==> src/hw/rtl/clcd_pkg.sv <==
// ----------------------------------------------------------------------------
// clcd_pkg
// Shared types, codes, constants and the decimal adjust step for the
// character-LCD command formatter.
// ----------------------------------------------------------------------------
package clcd_pkg;

  // digit slots and display geometry
  localparam int DIGIT_SLOTS   = 20;
  localparam int BCD_W         = 4 * DIGIT_SLOTS;
  localparam int VALUE_W       = 64;
  localparam int COLUMN_COUNT  = 16;
  localparam int BITS_PER_STEP = 4;
  localparam int CONV_STEPS    = VALUE_W / BITS_PER_STEP;
  localparam int STEP_W        = $clog2(CONV_STEPS);
  localparam int REMAIN_W      = $clog2(DIGIT_SLOTS + 1);

  // lcd command bytes
  localparam logic [7:0] CMD_CLEAR  = 8'h01;
  localparam logic [7:0] ROW0_BASE  = 8'h80;
  localparam logic [7:0] ROW1_BASE  = 8'hC0;
  localparam logic [7:0] ASCII_ZERO = 8'h30;

  // register select values
  localparam logic RS_INSTR = 1'b0;
  localparam logic RS_DATA  = 1'b1;

  // request codes
  typedef enum logic [2:0] {
    ACT_INIT   = 3'd0,
    ACT_CLEAR  = 3'd1,
    ACT_CHAR   = 3'd2,
    ACT_NUMBER = 3'd3,
    ACT_MOVE   = 3'd4
  } action_t;

  // configuration register indexes
  typedef enum logic [1:0] {
    REG_FUNCTION_SET    = 2'd0,
    REG_DISPLAY_CONTROL = 2'd1,
    REG_ENTRY_MODE      = 2'd2
  } reg_idx_t;

  // sequencer states
  typedef enum logic [2:0] {
    S_IDLE,
    S_EMIT,
    S_CONV,
    S_SKIP,
    S_NUM
  } state_t;

  // control from the sequencer to the converter
  typedef struct packed {
    logic load;
    logic shift;
  } conv_ctrl_t;

  // status from the converter to the sequencer
  typedef struct packed {
    logic       busy;
    logic [3:0] top_digit;
  } conv_stat_t;

  // one shift-and-add-3 step: adjust every digit, then shift in one bit
  function automatic logic [BCD_W-1:0] dabble_bit(input logic [BCD_W-1:0] bcd,
                                                  input logic             b);
    logic [BCD_W-1:0] adj;
    logic [3:0]       d;
    for (int i = 0; i < DIGIT_SLOTS; i++) begin
      d = bcd[4*i +: 4];
      adj[4*i +: 4] = (d >= 4'd5) ? 4'(d + 4'd3) : d;
    end
    return {adj[BCD_W-2:0], b};
  endfunction

endpackage

==> src/hw/rtl/char_lcd_command_formatter.sv <==
// ----------------------------------------------------------------------------
// char_lcd_command_formatter
// Turns character-LCD requests into runs of register-select/byte bus writes.
// ----------------------------------------------------------------------------
// One request at a time. Init gives four writes, clear, write char and move
// cursor give one, a bad cursor position or an unknown request gives none and
// frees the input after the accepting cycle. Fixed runs put out one write a
// cycle while the output is not stalled. Write number runs a binary to decimal
// converter that handles four bits a cycle, then drops the leading zero digits
// of the 20-digit field, keeping at least one, and prints the rest most
// significant first. The input is not ready while a run is in progress; one
// output register holds the write that waits.
module char_lcd_command_formatter (
  input  logic        clk,
  input  logic        rst_n,
  // input channel
  input  logic        in_tvalid,
  output logic        in_tready,
  // action[2:0], char_code[10:3], number_value[74:11], column[82:75],
  // row[90:83], zero [95:91]
  input  logic [95:0] in_tdata,
  // output channel
  output logic        out_tvalid,
  input  logic        out_tready,
  // bus_byte[7:0]
  output logic [7:0]  out_tdata,
  // register_select[0]
  output logic        out_tuser,
  output logic        out_tlast,
  // configuration port
  input  logic        cfg_psel,
  input  logic        cfg_penable,
  input  logic        cfg_pwrite,
  input  logic [3:0]  cfg_paddr,
  input  logic [31:0] cfg_pwdata,
  output logic [31:0] cfg_prdata,
  output logic        cfg_pready
);

  // input fields
  logic [2:0]                   in_action;
  logic [7:0]                   in_char_code;
  logic [clcd_pkg::VALUE_W-1:0] in_number_value;
  logic [7:0]                   in_column;
  logic [7:0]                   in_row;

  assign in_action       = in_tdata[2:0];
  assign in_char_code    = in_tdata[10:3];
  assign in_number_value = in_tdata[74:11];
  assign in_column       = in_tdata[82:75];
  assign in_row          = in_tdata[90:83];

  // configuration registers
  logic [7:0] func_set_r, disp_ctrl_r, entry_mode_r;
  logic       cfg_wr;

  assign cfg_pready = 1'b1;
  assign cfg_wr     = cfg_psel & cfg_penable & cfg_pwrite & cfg_pready;

  always_ff @(posedge clk) begin
    if (!rst_n) begin
      func_set_r   <= 8'h38;
      disp_ctrl_r  <= 8'h0C;
      entry_mode_r <= 8'h06;
    end else if (cfg_wr) begin
      case (cfg_paddr[3:2])
        clcd_pkg::REG_FUNCTION_SET:    func_set_r   <= cfg_pwdata[7:0];
        clcd_pkg::REG_DISPLAY_CONTROL: disp_ctrl_r  <= cfg_pwdata[7:0];
        clcd_pkg::REG_ENTRY_MODE:      entry_mode_r <= cfg_pwdata[7:0];
        default: ;
      endcase
    end
  end

  // register read back
  always_comb begin
    case (cfg_paddr[3:2])
      clcd_pkg::REG_FUNCTION_SET:    cfg_prdata = {24'd0, func_set_r};
      clcd_pkg::REG_DISPLAY_CONTROL: cfg_prdata = {24'd0, disp_ctrl_r};
      clcd_pkg::REG_ENTRY_MODE:      cfg_prdata = {24'd0, entry_mode_r};
      default:                       cfg_prdata = 32'd0;
    endcase
  end

  // sequencer registers
  clcd_pkg::state_t               state_r, state_nxt;
  logic                           is_init_r, is_init_nxt;
  logic [1:0]                     idx_r, idx_nxt;
  logic [1:0]                     last_idx_r, last_idx_nxt;
  logic [7:0]                     byte_r, byte_nxt;
  logic                           rs_r, rs_nxt;
  logic [clcd_pkg::REMAIN_W-1:0]  remain_r, remain_nxt;

  // output register
  logic       out_valid_r, out_valid_nxt;
  logic [7:0] out_byte_r, out_byte_nxt;
  logic       out_rs_r, out_rs_nxt;
  logic       out_last_r, out_last_nxt;

  logic                 in_xfer, emit_ok, col_ok;
  logic [7:0]           init_byte;
  clcd_pkg::conv_ctrl_t conv_ctrl;
  clcd_pkg::conv_stat_t conv_stat;

  assign in_tready = (state_r == clcd_pkg::S_IDLE);
  assign in_xfer   = in_tvalid & in_tready;
  assign emit_ok   = !out_valid_r || out_tready;
  assign col_ok    = (in_column < 8'(clcd_pkg::COLUMN_COUNT));

  // decimal converter
  clcd_dabble u_dabble (
    .clk   (clk),
    .rst_n (rst_n),
    .value (in_number_value),
    .ctrl  (conv_ctrl),
    .stat  (conv_stat)
  );

  // init run byte by position
  always_comb begin
    case (idx_r)
      2'd0:    init_byte = clcd_pkg::CMD_CLEAR;
      2'd1:    init_byte = func_set_r;
      2'd2:    init_byte = disp_ctrl_r;
      default: init_byte = entry_mode_r;
    endcase
  end

  // next state and outputs
  always_comb begin
    state_nxt      = state_r;
    is_init_nxt    = is_init_r;
    idx_nxt        = idx_r;
    last_idx_nxt   = last_idx_r;
    byte_nxt       = byte_r;
    rs_nxt         = rs_r;
    remain_nxt     = remain_r;
    conv_ctrl      = '0;
    out_valid_nxt  = out_valid_r & ~out_tready;
    out_byte_nxt   = out_byte_r;
    out_rs_nxt     = out_rs_r;
    out_last_nxt   = out_last_r;

    case (state_r)
      clcd_pkg::S_IDLE: begin
        if (in_xfer) begin
          idx_nxt      = 2'd0;
          last_idx_nxt = 2'd0;
          is_init_nxt  = 1'b0;
          rs_nxt       = clcd_pkg::RS_INSTR;
          case (in_action)
            clcd_pkg::ACT_INIT: begin
              is_init_nxt  = 1'b1;
              last_idx_nxt = 2'd3;
              state_nxt    = clcd_pkg::S_EMIT;
            end
            clcd_pkg::ACT_CLEAR: begin
              byte_nxt  = clcd_pkg::CMD_CLEAR;
              state_nxt = clcd_pkg::S_EMIT;
            end
            clcd_pkg::ACT_CHAR: begin
              byte_nxt  = in_char_code;
              rs_nxt    = clcd_pkg::RS_DATA;
              state_nxt = clcd_pkg::S_EMIT;
            end
            clcd_pkg::ACT_NUMBER: begin
              conv_ctrl.load = 1'b1;
              state_nxt      = clcd_pkg::S_CONV;
            end
            clcd_pkg::ACT_MOVE: begin
              if (col_ok && in_row == 8'd0) begin
                byte_nxt  = clcd_pkg::ROW0_BASE + in_column;
                state_nxt = clcd_pkg::S_EMIT;
              end else if (col_ok && in_row == 8'd1) begin
                byte_nxt  = clcd_pkg::ROW1_BASE + in_column;
                state_nxt = clcd_pkg::S_EMIT;
              end
            end
            default: ;
          endcase
        end
      end

      // fixed runs, one write per free output slot
      clcd_pkg::S_EMIT: begin
        if (emit_ok) begin
          out_valid_nxt = 1'b1;
          out_byte_nxt  = is_init_r ? init_byte : byte_r;
          out_rs_nxt    = rs_r;
          out_last_nxt  = (idx_r == last_idx_r);
          idx_nxt       = idx_r + 1'b1;
          if (idx_r == last_idx_r) begin
            state_nxt = clcd_pkg::S_IDLE;
          end
        end
      end

      // wait for the converter
      clcd_pkg::S_CONV: begin
        if (!conv_stat.busy) begin
          remain_nxt = clcd_pkg::REMAIN_W'(clcd_pkg::DIGIT_SLOTS);
          state_nxt  = clcd_pkg::S_SKIP;
        end
      end

      // drop leading zero digits, keep at least one
      clcd_pkg::S_SKIP: begin
        if (conv_stat.top_digit == 4'd0 && remain_r > clcd_pkg::REMAIN_W'(1)) begin
          conv_ctrl.shift = 1'b1;
          remain_nxt      = remain_r - 1'b1;
        end else begin
          state_nxt = clcd_pkg::S_NUM;
        end
      end

      // print digits most significant first
      clcd_pkg::S_NUM: begin
        if (emit_ok) begin
          out_valid_nxt   = 1'b1;
          out_byte_nxt    = clcd_pkg::ASCII_ZERO + {4'd0, conv_stat.top_digit};
          out_rs_nxt      = clcd_pkg::RS_DATA;
          out_last_nxt    = (remain_r == clcd_pkg::REMAIN_W'(1));
          conv_ctrl.shift = 1'b1;
          remain_nxt      = remain_r - 1'b1;
          if (remain_r == clcd_pkg::REMAIN_W'(1)) begin
            state_nxt = clcd_pkg::S_IDLE;
          end
        end
      end

      default: state_nxt = clcd_pkg::S_IDLE;
    endcase
  end

  // control state
  always_ff @(posedge clk) begin
    if (!rst_n) begin
      state_r     <= clcd_pkg::S_IDLE;
      out_valid_r <= 1'b0;
      is_init_r   <= 1'b0;
      idx_r       <= 2'd0;
      last_idx_r  <= 2'd0;
      remain_r    <= '0;
    end else begin
      state_r     <= state_nxt;
      out_valid_r <= out_valid_nxt;
      is_init_r   <= is_init_nxt;
      idx_r       <= idx_nxt;
      last_idx_r  <= last_idx_nxt;
      remain_r    <= remain_nxt;
    end
  end

  // payload
  always_ff @(posedge clk) begin
    byte_r     <= byte_nxt;
    rs_r       <= rs_nxt;
    out_byte_r <= out_byte_nxt;
    out_rs_r   <= out_rs_nxt;
    out_last_r <= out_last_nxt;
  end

  assign out_tvalid = out_valid_r;
  assign out_tdata  = out_byte_r;
  assign out_tuser  = out_rs_r;
  assign out_tlast  = out_last_r;

endmodule

==> src/hw/rtl/clcd_dabble.sv <==
// ----------------------------------------------------------------------------
// clcd_dabble
// Binary to decimal converter: shift-and-add-3 over four bits per cycle,
// then hands out digits most significant first on request.
// ----------------------------------------------------------------------------
module clcd_dabble (
  input  logic                          clk,
  input  logic                          rst_n,
  input  logic [clcd_pkg::VALUE_W-1:0]  value,
  input  clcd_pkg::conv_ctrl_t          ctrl,
  output clcd_pkg::conv_stat_t          stat
);

  logic [clcd_pkg::VALUE_W-1:0] bin_r, bin_nxt;
  logic [clcd_pkg::BCD_W-1:0]   bcd_r, bcd_nxt;
  logic [clcd_pkg::STEP_W-1:0]  step_r, step_nxt;
  logic                         busy_r, busy_nxt;
  logic [clcd_pkg::BCD_W-1:0]   bcd_s [clcd_pkg::BITS_PER_STEP+1];

  // four dependent adjust steps per cycle
  always_comb begin
    bcd_s[0] = bcd_r;
    for (int k = 0; k < clcd_pkg::BITS_PER_STEP; k++) begin
      bcd_s[k+1] = clcd_pkg::dabble_bit(bcd_s[k], bin_r[clcd_pkg::VALUE_W-1-k]);
    end
  end

  // load, convert, or shift a digit out
  always_comb begin
    bin_nxt  = bin_r;
    bcd_nxt  = bcd_r;
    step_nxt = step_r;
    busy_nxt = busy_r;
    if (ctrl.load) begin
      bin_nxt  = value;
      bcd_nxt  = '0;
      step_nxt = '0;
      busy_nxt = 1'b1;
    end else if (busy_r) begin
      bin_nxt  = bin_r << clcd_pkg::BITS_PER_STEP;
      bcd_nxt  = bcd_s[clcd_pkg::BITS_PER_STEP];
      step_nxt = step_r + 1'b1;
      if (step_r == clcd_pkg::STEP_W'(clcd_pkg::CONV_STEPS - 1)) begin
        busy_nxt = 1'b0;
      end
    end else if (ctrl.shift) begin
      bcd_nxt = bcd_r << 4;
    end
  end

  // control state
  always_ff @(posedge clk) begin
    if (!rst_n) begin
      busy_r <= 1'b0;
      step_r <= '0;
    end else begin
      busy_r <= busy_nxt;
      step_r <= step_nxt;
    end
  end

  // payload
  always_ff @(posedge clk) begin
    bin_r <= bin_nxt;
    bcd_r <= bcd_nxt;
  end

  assign stat.busy      = busy_r;
  assign stat.top_digit = bcd_r[clcd_pkg::BCD_W-1 -: 4];

endmodule

==> config.mk <==
export PLATFORM = sky130hd
export DESIGN_NAME = char_lcd_command_formatter
export DESIGN_NICKNAME = d
export VERILOG_FILES = /design/src/hw/rtl/clcd_pkg.sv /design/src/hw/rtl/char_lcd_command_formatter.sv /design/src/hw/rtl/clcd_dabble.sv
export SDC_FILE = /design/constraint.sdc
export NUM_CORES = 1
export LEC_CHECK = 0
export BUFFER_PORTS_ARGS = -buffer_cell sky130_fd_sc_hd__buf_2
export CORE_ASPECT_RATIO = 0.9
export CORE_MARGIN = 10
export CORE_UTILIZATION = 40
export DETAILED_ROUTE_END_ITERATION = 10
export HOLD_SLACK_MARGIN = 0.02
export PLACE_DENSITY = 0.59
export SLEW_MARGIN = 40
export SYNTH_ARGS = -nofsm -noshare
export SYNTH_HDL_FRONTEND = slang
export SYNTH_SLANG_ARGS = --single-unit
==> constraint.sdc <==
create_clock -name clk -period 3.4 [get_ports clk]
set_input_delay 0.34 -clock clk [delete_from_list [all_inputs] [get_ports clk]]
set_output_delay 0.34 -clock clk [all_outputs]
set_load 0.01 [all_outputs]
### Word-level counts from Yosys, hierarchy flattened

Cells that the tools add are included.
Widths: inputs -> output; s select.

* register bits after elaboration: 206
* output and inout bits: 45
* bits in latches: 0
* memory bits (read-only): 0
* memory bits (writable): 0
* logic and storage cells: 379
* memories kept: 0
* input bits: 139

* $mul: 0
* $lt $le $gt $ge: 82
* muxes and demuxes: 131
* div/mod/pow operators: 0
* $add $sub $neg: 86
* shift operators: 0
* reduce and logical (&&, ||, !) cells: 29
* bitwise operators: 6
* equal/unequal tests: 27

Operators with widths (count)
* $ge 4x3->1 const B: 80
* $add 4x2->4 const B: 76
* $mux 4: 76
* $mux 80: 2
* $mux 64: 2
* $pmux 8 s3: 3
* $mux 8: 5
* $mux 3: 13
* $add 8x8->8 const A: 2
* $mux 1: 16
* $pmux 8 s2: 1
* $mux 5: 3
* $pmux 3 s5: 1
* $pmux 5 s3: 1
* $ne 2x2->1 const B: 7
* $add 3x2->3 const B: 4
* $eq 3x2->1 const B: 4
* $pmux 3 s3: 1
* $reduce_and 9->1: 1
* $eq 8x1->1 const B: 1
* $logic_not 8->1: 1
* $lt 8x5->1 const B: 1
* $reduce_and 2->1: 4
* $reduce_and 4->1: 2
* 32 further kinds: 54

### Logic depth before layout (Yosys ltp)

* depth in word-level cells: 9
* gate-level depth with buffers: 19
* gate-level depth less buffers: 19

### Cells and area by module

From an unflattened synthesis, not the netlist that was laid out.

* cells, all modules: 2314
* area total of the unflattened synthesis: 19053.3 µm²

By module, submodules not included
* clcd_dabble: times used 1, cells an instance 1960, seq. area each 3623.5 µm², area each 15941.5 µm²
* char_lcd_command_formatter: times used 1, cells an instance 354, seq. area each 1291.2 µm², area each 3111.7 µm²

### Worst setup path before layout

No wires, ideal clock.

* path kind: reg2reg
* start point: register state_r[0]
* end point: register u_dabble.bcd_r[61] (netlist bit)
* library setup time: 0.127 ns
* arrival: 3.342 ns
* required time: 3.273 ns
* stages on the path, launching flop included: 9
* path buffers: 1
* period minus slack after synthesis: 3.469 ns
* path slack: -0.069 ns
* cell sequence: dfxtp_1 or2_2 or2_2 clkbuf_1 inv_1 nand3_1 nand2_1 o32ai_1 or3_1

* longest elaborated chain between the ends: 4
* elaborated cells between the ends (all ways): 8
* those cells by class: 2 x eq/ne; 3 x mux; 1 x bitwise; 2 x reduce/logical

Ends and longest elaborated chain
* start: declaration: line char_lcd_command_formatter.sv:86 `clcd_pkg::state_t state_r, state_nxt;`
* start signal: assignment: line char_lcd_command_formatter.sv:238 `state_r <= clcd_pkg::S_IDLE;`
* start signal: assignment: line char_lcd_command_formatter.sv:245 `state_r <= state_nxt;`
* $logic_not 3->1: line char_lcd_command_formatter.sv:105, char_lcd_command_formatter.sv:144
* $and 1x1->1: line char_lcd_command_formatter.sv:106 `assign in_xfer = in_tvalid & in_tready;`
* $mux 1: line char_lcd_command_formatter.sv:146 `if (in_xfer) begin`
* $mux 1: line char_lcd_command_formatter.sv:144 `case (state_r)`
* end signal: assignment: line clcd_dabble.sv:65 `bcd_r <= bcd_nxt;`
* end: declaration: line clcd_dabble.sv:15 `logic [clcd_pkg::BCD_W-1:0] bcd_r, bcd_nxt;`

Several ways; a longest one is shown, not always the timed one.
A chain may end at the register's enable or synchronous reset.

### Final worst setup path

* start point: register u_dabble.bcd_r[4] (netlist bit)
* end point: register u_dabble.bcd_r[15] (netlist bit)

* longest elaborated chain between the ends: 9
* elaborated cells between the ends (all ways): 19
* those cells by class: 6 x add/sub; 6 x order compare; 7 x mux

Ends and longest elaborated chain
* $add 4x2->4 / $ge 4x3->1 (equally long branches): line clcd_pkg.sv:72 `adj[4*i +: 4] = (d >= 4'd5) ? 4'(d + 4'd3) : d;`
* $mux 4 *: line clcd_pkg.sv:72
* $add 4x2->4 / $ge 4x3->1 (equally long branches): line clcd_pkg.sv:72
* $mux 4: line clcd_pkg.sv:72
* $add 4x2->4 / $ge 4x3->1 (equally long branches): line clcd_pkg.sv:72
* $mux 4: line clcd_pkg.sv:72
* $add 4x2->4 / $ge 4x3->1 (equally long branches): line clcd_pkg.sv:72
* $mux 4 *: line clcd_pkg.sv:72
* $mux 80 *: line clcd_dabble.sv:39 `end else if (busy_r) begin`

Every way passes the cells marked *; elsewhere a longest branch is shown, timed or not.

==> impl_metrics.py <==
metrics = {
    "logic_synthesis": {
        "synth_seq_cells": 204,
        "synth_edf_count": 83,
        "async_flop_share_pct": 0,
        "synth_ff_type": "dfxtp_1",
        "synth_cells": 2361,
        "synth_top_cell_area_share_pct": 13.76,
        "seq_area_frac_synth_pct": 27.13,
        "synth.avg_cell_area_um2": 7.674,
        "yosys-top-cells-area": "edfxtp_1, dfxtp_1, nand2_1",
        "syn_area_um2": 18120,
        "yosys_warnings": 0,
        "yosys.area.top_type": "edfxtp_1",
        "synth_cell_type_count": 92,
    },
    "setup_path": {
        "critical_path_class": "reg2reg",
        "worst_setup_path_end_kind": "register",
        "cp.required_ns": 3.79,
        "path_cells": "inv_1, ha_2, nor2b_4, nor3_1, a21oi_2, inv_2, o21ai_0, xnor2_1, inv_1, ha_1, or2_1, o221ai_2, o31ai_4, nor2_1, mux2i_1, a21oi_1",
        "path_common_cell": "inv_1",
        "cp_max_fo": 6,
        "cp_slowest_stage_delay_ns": 0.36,
        "cpMaxStageDelayCell": "dfxtp_4",
        "cp-start-kind": "register",
        "critPathBufInv": 3,
        "arrival_ns": 3.77,
        "cpLargestDelayFamily": "compound AO/OA/AOI/OAI gates",
    },
    "sta": {
        "finalClockSkew_ns": 0.01215,
        "fmax_mhz": 295.9,
        "setup_violations": 0,
        "rsz0062_at_grt": "true",
        "fin_crit_ns": 3.379,
        "worst_pin_slew_ns": 0.7585,
        "period_share_pct": 99.39,
        "max_slew_margin_pct": 49.43,
        "finalMaxSlewViolations": 0,
        "hold_violations": 0,
    },
    "clock_tree": {
        "cts_tree": "yes",
        "clkLatencyLatePin_ns": 0.54,
        "cts_buffer_depth": 3,
        "cts-buffers-inserted": 24,
        "cts-root-buf": "clkbuf_16",
        "cts_sinks": 204,
        "path_clk_slew_ns": 0.06,
        "htree_levels": 1,
    },
    "min_path": {
        "hold_class": "in2reg",
    },
    "final_layout": {
        "n_fill_cell": 4205,
        "areaGrowthSynthToFinish_pct": 25.23,
        "drive_gt1_share_pct": 30.25,
        "nets": 2847,
        "mostFrequentLayoutCell": "nand2_1",
        "mostFrequentLayoutCells": "nand2_1, buf_4, nor2_1",
        "diodes": 0,
        "fin_cells": 3238,
    },
    "detailed_routing": {
        "route.antenna.remaining_nets": 0,
        "drc": 0,
        "first_pass_iters": 5,
        "post_drt_wl_per_cell_um": 15.35,
        "avgViaCountPerCell": 5.461,
        "wirelength_mm": 49.69,
        "vias": 17680,
        "drtIter0Drc": 873,
    },
    "placement": {
        "hpwl_mm": 34.99,
        "gp_congestion": 0.8906,
        "dpl.cell_count": 3158,
        "portBuffers": 127,
    },
    "floorplanning": {
        "die-width_um": 244.3,
        "initial_utilization_pct": 40.73,
        "fp.dieArea_um2": 54220,
        "die_h_um": 221.9,
        "io_pins": 184,
        "coreArea_um2": 44480,
        "core.rowCount": 73,
    },
    "global_route": {
        "grt_max_degree": 81,
        "antenna_found_initial": 0,
        "grt_usage_pct": 16.73,
        "grt-ovfl-total": 0,
        "grt_first_pass_wirelength_mm": 79.75,
        "grt_pass1_vias": 16730,
    },
    "job": {
        "max_cap_violations": 0,
    },
    "run_status": {
        "status": "completed",
    },
}
cells in the mapped netlist (all sizes together) (40+ instances only):
library cell,count
nor2,195
ha,88
a211oi,66
buf,64
inv,115
a221oi,40
edfxtp,83
o21ai,240
nand2,382
a31oi,45
clkbuf,76
a21oi,153
mux2i,110
nor2b,68
nand2b,42
dfxtp,121
logic make-up after synthesis:
kind of cell	count (synthesis)	share of synthesized area (%)
simple gates	869	22.20
compound gates	747	27.34
buf+inv	258	6.284
flops	204	27.13
mux	147	8.418
fa+ha+maj	88	6.077
xor+xnor	46	2.514
other cells	2	0.04145
worst register-to-register path, delay by kind of cell (launching register included):
kind / cells / cell delay [ns]
XOR/XNOR: 1 / 0.21
multiplexers: 1 / 0.20
buffers and inverters: 3 / 0.31
AO/OA/AOI/OAI: 5 / 1.02
flip-flops: 1 / 0.36
adder cells (fa/ha/maj): 2 / 0.45
AND/OR/NAND/NOR: 4 / 0.70
final timing paths:
check                                               startpoint                              end  slack (ns)  cells after the start
worst max register to register  u_dabble.bcd_r[4]$_SDFFE_PP0P_  u_dabble.bcd_r[15]$_SDFFE_PP0P_        0.02                     16
worst min register to register    u_dabble.bin_r[60]$_DFFE_PP_   u_dabble.bcd_r[0]$_SDFFE_PP0P_        0.49                      2
worst min-delay path                             cfg_pwdata[2]     entry_mode_r[2]$_SDFFE_PN1P_        0.05                      3
worst max-delay path            u_dabble.bcd_r[4]$_SDFFE_PP0P_  u_dabble.bcd_r[15]$_SDFFE_PP0P_        0.02                     16
state kept, by name (all words and copies together) (netlist names), 2 cells and up:
name,cells
u_dabble.bcd_r,80
u_dabble.bin_r,64
byte_r,8
disp_ctrl_r,8
entry_mode_r,8
func_set_r,8
out_tdata,8
remain_r,5
u_dabble.step_r,4
state_r,3
idx_r,2
per-stage QoR:
step	setup WS [ns]	setup TNS, ns	hold slack (ns)	utilization [%]	cell area (µm²)
6_report	0.02078	0	0.05412	51.01	22690
5_1_grt	-0.09245	-1.285	0.05508	51.01	22690
4_1_cts	-0.001838	-0.001838	0.02684	47.98	21340
3_5_place_dp	-0.1641	-0.8126	0.4835	45.86	20400
3_3_place_gp	-0.04473	-0.04702	0.4629	45.86	20400
2_1_floorplan	0.02440	0	0.4537	-	18210
area by class of cell:
| class | instances | area (µm²) | share of cell area, % |
|---|---|---|---|
| inverters | 118 | 444.2 | 1.958 |
| clock buffers | 35 | 737.0 | 3.248 |
| well taps | 600 | 750.7 | 3.309 |
| repair buffers | 350 | 2376 | 10.47 |
| multi-input cells | 1922 | 13370 | 58.93 |
| flip-flops and latches | 204 | 4961 | 21.86 |
| clock inverters | 9 | 50.05 | 0.2206 |
layer usage:
layer | part of all wire [%] | wire [µm] | track usage (%)
met5 | 0 | 0 | 0
met4 | 1.8 | 912 | 3.651
met3 | 4.3 | 2130 | 2.697
met2 | 48 | 23710 | 28.57
met1 | 46 | 22950 | 21.67
timing repair:
| item | 4_1_cts | 5_1_grt |
|---|---|---|
| buffers inserted | 6 | 30 |
| setup endpoints to repair | 18 | 75 |
| resized for setup | 21 | 289 |
| hold buffers | 0 | 0 |
| pin swaps | 7 | 79 |
Power is left out: the tool's default activity adds up to more than one toggle a clock period on the data nets, which glitch-free logic cannot reach.
